`config.mk`:
```
export PLATFORM = sky130hd
export DESIGN_NAME = set_min_max_median_core
export DESIGN_NICKNAME = d
export VERILOG_FILES = /design/src/smm_pkg.sv /design/src/smm_cell.sv /design/src/smm_select.sv /design/src/set_min_max_median_core.sv
export SDC_FILE = /design/constraint.sdc
export NUM_CORES = 2
export LEC_CHECK = 0
export BUFFER_PORTS_ARGS = -buffer_cell sky130_fd_sc_hd__buf_2
export CAP_MARGIN = 30
export CORE_AREA = 2 2 379 343
export CTS_CLUSTER_SIZE = 10
export DETAILED_ROUTE_END_ITERATION = 10
export DIE_AREA = 0 0 381 345
export PLACE_DENSITY = 0.63
export SLEW_MARGIN = 20
export SYNTH_ARGS = -nofsm -noshare
export SYNTH_HDL_FRONTEND = slang
export SYNTH_HIERARCHICAL = 1
export SYNTH_SLANG_ARGS = --single-unit
export TNS_END_PERCENT = 10
```
`constraint.sdc`:
```
create_clock -name clock -period 6.6 [get_ports clock]
set_input_delay 0.33 -clock clock [delete_from_list [all_inputs] [get_ports clock]]
set_output_delay 0.33 -clock clock [all_outputs]
set_load 0.02 [all_outputs]
```
`src/smm_pkg.sv`:
```
package smm_pkg;

   localparam int MAX_VALUES = 32;
   localparam int VALUE_BITS = 16;
   localparam int COUNT_BITS = $clog2(MAX_VALUES + 1);
   localparam int INDEX_BITS = $clog2(MAX_VALUES);

   typedef logic [VALUE_BITS-1:0] value_type;
   typedef logic [COUNT_BITS-1:0] count_type;
   typedef logic [INDEX_BITS-1:0] index_type;

   typedef struct packed {
      logic      load;
      value_type value;
   } smm_bcast_type;

   typedef struct packed {
      value_type         min_value;
      value_type         max_value;
      logic [VALUE_BITS:0] median_twice;
   } smm_result_type;

endpackage

```
`src/smm_cell.sv`:
```
module smm_cell import smm_pkg::*; (
   input  logic          clock,
   input  smm_bcast_type bcast,
   input  logic          occupied,
   input  value_type     prev_value,
   input  logic          prev_greater,
   output value_type     value,
   output logic          greater
);

   value_type value_ff;
   value_type value_in;

   assign greater = !occupied || (value_ff > bcast.value);
   assign value   = value_ff;

   always_comb begin
      value_in = value_ff;
      if (bcast.load && greater) begin
         value_in = prev_greater ? prev_value : bcast.value;
      end
   end

   always_ff @(posedge clock) begin
      value_ff <= value_in;
   end

endmodule

```
`src/smm_select.sv`:
```
module smm_select import smm_pkg::*; (
   input  value_type      cell_value [MAX_VALUES],
   input  count_type      count,
   output smm_result_type result
);

   count_type half;
   count_type last_pos;
   index_type lo_idx;
   index_type hi_idx;
   index_type max_idx;

   always_comb begin
      half     = count >> 1;
      last_pos = count - count_type'(1);
      max_idx  = last_pos[INDEX_BITS-1:0];
      hi_idx   = half[INDEX_BITS-1:0];
      if (count[0]) begin
         lo_idx = half[INDEX_BITS-1:0];
      end else begin
         lo_idx = last_pos[INDEX_BITS:1];
      end
      result.min_value    = cell_value[0];
      result.max_value    = cell_value[max_idx];
      result.median_twice = {1'b0, cell_value[lo_idx]} + {1'b0, cell_value[hi_idx]};
   end

endmodule

```
`src/set_min_max_median_core.sv`:
```
// Sorted insertion chain for one set of values. Each accepted value is placed
// into a row of MAX_VALUES cells in ascending order, so a set loads at one
// value per cycle outside the finish state. The value marked last is followed by a
// finish state in which the minimum, maximum and doubled median are picked
// from the chain into the output register; that state waits while an earlier
// result is still untaken. Values beyond MAX_VALUES are dropped and reported
// as overflow. A new set may start loading while the previous result waits.
module set_min_max_median_core import smm_pkg::*; (
   input  logic        clock,
   input  logic        reset,
   input  logic        req_valid,
   output logic        req_ready,
   input  logic [15:0] req_stock_value,
   input  logic        req_last_value,
   output logic        rsp_valid,
   input  logic        rsp_ready,
   output logic [15:0] rsp_min_value,
   output logic [15:0] rsp_max_value,
   output logic [16:0] rsp_median_twice,
   output logic [5:0]  rsp_value_count,
   output logic        rsp_overflow
);

   localparam logic ST_LOAD   = 1'b0;
   localparam logic ST_FINISH = 1'b1;

   logic           state_ff, state_in;
   count_type      count_ff, count_in;
   logic           dropped_ff, dropped_in;
   logic           rsp_valid_ff, rsp_valid_in;
   value_type      min_ff, max_ff;
   logic [VALUE_BITS:0] med_ff;
   count_type      out_count_ff;
   logic           out_over_ff;

   logic           accept;
   logic           full;
   logic           handoff;
   smm_bcast_type  bcast;
   value_type      cell_value [MAX_VALUES];
   logic [MAX_VALUES-1:0] cell_greater;
   smm_result_type result;

   assign req_ready = (state_ff == ST_LOAD);
   assign accept    = req_valid && req_ready;
   assign full      = (count_ff == count_type'(MAX_VALUES));
   assign handoff   = (state_ff == ST_FINISH) && (!rsp_valid_ff || rsp_ready);

   assign bcast.load  = accept && !full;
   assign bcast.value = value_type'(req_stock_value);

   for (genvar i = 0; i < MAX_VALUES; i++) begin : g_cell
      if (i == 0) begin : g_head
         smm_cell u_cell (
            .clock        (clock),
            .bcast        (bcast),
            .occupied     (count_ff != count_type'(0)),
            .prev_value   (bcast.value),
            .prev_greater (1'b0),
            .value        (cell_value[i]),
            .greater      (cell_greater[i])
         );
      end else begin : g_body
         smm_cell u_cell (
            .clock        (clock),
            .bcast        (bcast),
            .occupied     (count_type'(i) < count_ff),
            .prev_value   (cell_value[i-1]),
            .prev_greater (cell_greater[i-1]),
            .value        (cell_value[i]),
            .greater      (cell_greater[i])
         );
      end
   end

   smm_select u_select (
      .cell_value (cell_value),
      .count      (count_ff),
      .result     (result)
   );

   always_comb begin
      state_in     = state_ff;
      count_in     = count_ff;
      dropped_in   = dropped_ff;
      rsp_valid_in = rsp_valid_ff;
      if (rsp_valid_ff && rsp_ready) begin
         rsp_valid_in = 1'b0;
      end
      case (state_ff)
         ST_LOAD: begin
            if (accept) begin
               if (full) begin
                  dropped_in = 1'b1;
               end else begin
                  count_in = count_ff + count_type'(1);
               end
               if (req_last_value) begin
                  state_in = ST_FINISH;
               end
            end
         end
         ST_FINISH: begin
            if (handoff) begin
               rsp_valid_in = 1'b1;
               count_in     = '0;
               dropped_in   = 1'b0;
               state_in     = ST_LOAD;
            end
         end
         default: begin
            state_in = ST_LOAD;
         end
      endcase
   end

   always_ff @(posedge clock) begin
      if (reset) begin
         state_ff     <= ST_LOAD;
         count_ff     <= '0;
         dropped_ff   <= 1'b0;
         rsp_valid_ff <= 1'b0;
      end else begin
         state_ff     <= state_in;
         count_ff     <= count_in;
         dropped_ff   <= dropped_in;
         rsp_valid_ff <= rsp_valid_in;
      end
   end

   always_ff @(posedge clock) begin
      if (handoff) begin
         min_ff       <= result.min_value;
         max_ff       <= result.max_value;
         med_ff       <= result.median_twice;
         out_count_ff <= count_ff;
         out_over_ff  <= dropped_ff;
      end
   end

   assign rsp_valid        = rsp_valid_ff;
   assign rsp_min_value    = 16'(min_ff);
   assign rsp_max_value    = 16'(max_ff);
   assign rsp_median_twice = 17'(med_ff);
   assign rsp_value_count  = 6'(out_count_ff);
   assign rsp_overflow     = out_over_ff;

`ifndef SYNTHESIS
   a_count_bound: assert property (@(posedge clock) disable iff (reset)
      count_ff <= count_type'(MAX_VALUES))
      else $error("fill count beyond capacity");

   a_finish_nonempty: assert property (@(posedge clock) disable iff (reset)
      (state_ff == ST_FINISH) |-> (count_ff != count_type'(0)))
      else $error("result pick with empty chain");

   a_last_to_finish: assert property (@(posedge clock) disable iff (reset)
      (accept && req_last_value) |=> (state_ff == ST_FINISH))
      else $error("last transaction did not start result pick");

   a_handoff_clears: assert property (@(posedge clock) disable iff (reset)
      handoff |=> (rsp_valid_ff && count_ff == count_type'(0) && !dropped_ff))
      else $error("result handoff did not clear the set");
`endif

endmodule
```
==> results.ini <==
[outcome]
outcome = completed

[worst_setup_path]
end_kind = flip-flop
cp_slowest_cell = xnor2_2
worstPathArrival_ps = 6380
critical_path_class = reg -> reg
cp_data_required_time_ps = 7010
critPathLaunchType = flip-flop
cpPeakStageDelay_ps = 680
critPathMaxFanout = 20
cp_cell_sequence = inv_1, ha_4, nand2b_4, xnor2_2, buf_4, mux4_2, mux2i_1, a32o_1, a211oi_1, ha_1, o21ai_0, o21ai_0, a221oi_1, o21bai_1, a21oi_1, xnor2_1
cpMostUsedCell = o21ai_0

[cts]
max-clock-path-buffers = 3
cts_setup_buffers = 0
root_buffer = clkbuf_16
cts_max_level = 3
clk_pin_slew_worst_paths_ps = 70
cts_tree = yes
cts_buffers = 73
cts_num_sinks = 577
clock_latency_ps = 670

[sta]
period_share_pct = 90.5
setup_viol_count_final = 0
slew_violations = 0
max_freq_mhz = 167
layout_min_cycle_time_ps = 5980
worst_slew_pin_slew_ps = 1180
rsz0062_at_grt = no
hold_violations = 0
max_slew_margin_pct = 20.8
fin_tns_setup_ps = 0
clock_skew_ps = 29.3

[global_route]
grt_max_degree = 98
gr-total-overflow = 0
grt_pass1_wl_mm = 302
antenna_found_initial = 30
grt_use_total_pct = 32.2
grt_pass1_vias = 39700

[routing]
drtAntennaViolNets = 0
routedWlPerCell_um = 33.2
vias = 43200
first_pass_iters = 9
vias_per_cell = 6.59
route.detailed.drc = 0
wirelength_mm = 217
drtIter0Drc = 7232

[power_and_ir_drop]
p_leak_nw = 23.7
ir_drop_mv = 0.199
p_per_area_nw_per_um2 = 232
finalPower_mw = 13.0

[placement]
gp_congestion = 1.07
portBuffers = 78
dp_hpwl_mm = 167

[cells_and_area]
drive_gt1_share_pct = 21.8
syn2layout_area_growth_pct = 10.3
fin_nets = 5345

[die]
ioPinCount = 79
core_area_sq_um = 128000
dieArea_sq_um = 131000
die_h_um = 345
start_util_pct = 39.6
dieWidth_um = 381
num_rows = 125

[min_path]
holdCritPathClass = in -> reg

[synth]
yosysWarnings = 6
syn_area_per_cell_sq_um = 10.7
syn-instance-count = 4720
synth_area_sq_um = 50700

[run]
drv_cap = 0

worst max-delay path: cells and delay by family (launching register included):
kind	cells	cell delay, ps
and+or+nand+nor	1	110
xor gates and xnor gates	2	760
buffers and inverters	2	630
DFF	1	460
adders and majority gates	2	590
muxes	2	860
AOI/OAI and AO/OA	7	2260
placed cells by master (no fill, tap or decap), types with 7 or more instances in the layout:
cell / instances
or3_1: 9
inv_1: 559
and3_2: 32
o21bai_1: 10
a31oi_2: 27
o21ai_0: 563
clkbuf_16: 74
a311oi_2: 32
xnor2_1: 12
a32o_1: 9
nand3_1: 54
edfxtp_1: 568
clkbuf_1: 18
mux4_2: 407
mux2i_1: 59
nand2b_2: 32
nand4_4: 32
a21oi_1: 208
nor2b_1: 37
buf_12: 7
a211oi_1: 8
ha_1: 531
buf_2: 78
nor4_2: 32
nor2_1: 62
nand2_1: 744
o211a_1: 32
nand2b_1: 40
nand4_2: 32
o21ai_1: 34
a21o_1: 47
nor4_1: 8
and4_1: 32
a221oi_1: 35
mux2_2: 68
buf_4: 146
final timing paths:
path                                                from                             end  slack (ps)  depth (start not counted)
worst max-delay path            count_ff[0]$_SDFFE_PP0P_  rsp_median_twice[14]$_DFFE_PP_         620                         16
worst min-delay path                           req_valid        count_ff[4]$_SDFFE_PP0P_         120                          4
worst max register to register  count_ff[0]$_SDFFE_PP0P_  rsp_median_twice[14]$_DFFE_PP_         620                         16
worst min register to register   dropped_ff$_SDFFE_PP0P_          rsp_overflow$_DFFE_PP_         430                          0
final cells by class:
cell class / instances / area [sq um]
Fill cell: 12100 / 72000
Multi-Input combinational cell: 3339 / 30500
Sequential cell: 577 / 17300
Tap cell: 1714 / 2140
Inverter: 560 / 2100
Clock buffer: 94 / 1950
Timing Repair Buffer: 240 / 1730
Clock inverter: 21 / 199
Antenna cell: 5 / 12.5
metal layers:
metal	vias to the layer above	track usage (%)	share of wire, %
met2	3281	43.5	40
met5	-	0	0.074
met4	26	12.3	4.3
met1	21500	46.3	41
met3	500	11.7	15
li1	17900	-	-
where the power goes:
group | internal (mW) | total, mW | switching, mW
Sequential | 4.43 | 5.11 | 0.677
Combinational | 1.66 | 4.02 | 2.36
Clock | 2.15 | 3.85 | 1.70
through the flow:
| stage | hold WS (ps) | util, % | cells | cell area [sq um] | setup WS [ps] |
|---|---|---|---|---|---|
| 6_report | 121 | 43.7 | 6550 | 55900 | 625 |
| 2_1_floorplan | 409 | - | 4723 | 50700 | 1310 |
| 5_1_grt | 114 | 43.7 | 6545 | 55900 | 415 |
| 3_5_place_dp | 417 | 42.0 | 6424 | 53700 | 809 |
| 4_1_cts | 68.0 | 43.7 | 6544 | 55900 | 799 |
| 3_3_place_gp | 426 | 41.9 | 6420 | 53600 | 699 |
state kept, by name (all words and copies together) (netlist names), 6 cells and up:
signal and count:
g_cell.g_body.u_cell/value 496, rsp_median_twice 17, g_cell.g_head.u_cell/value 16, rsp_max_value 16, rsp_min_value 16, count_ff 6
rsp_value_count 6
repair_timing:
action | in CTS | in global routing
resized for setup | 0 | 0
hold endpoints to repair | 3 | 0
hold buffers | 5 | 0
Note: power is estimated with default switching activity, not from simulation.
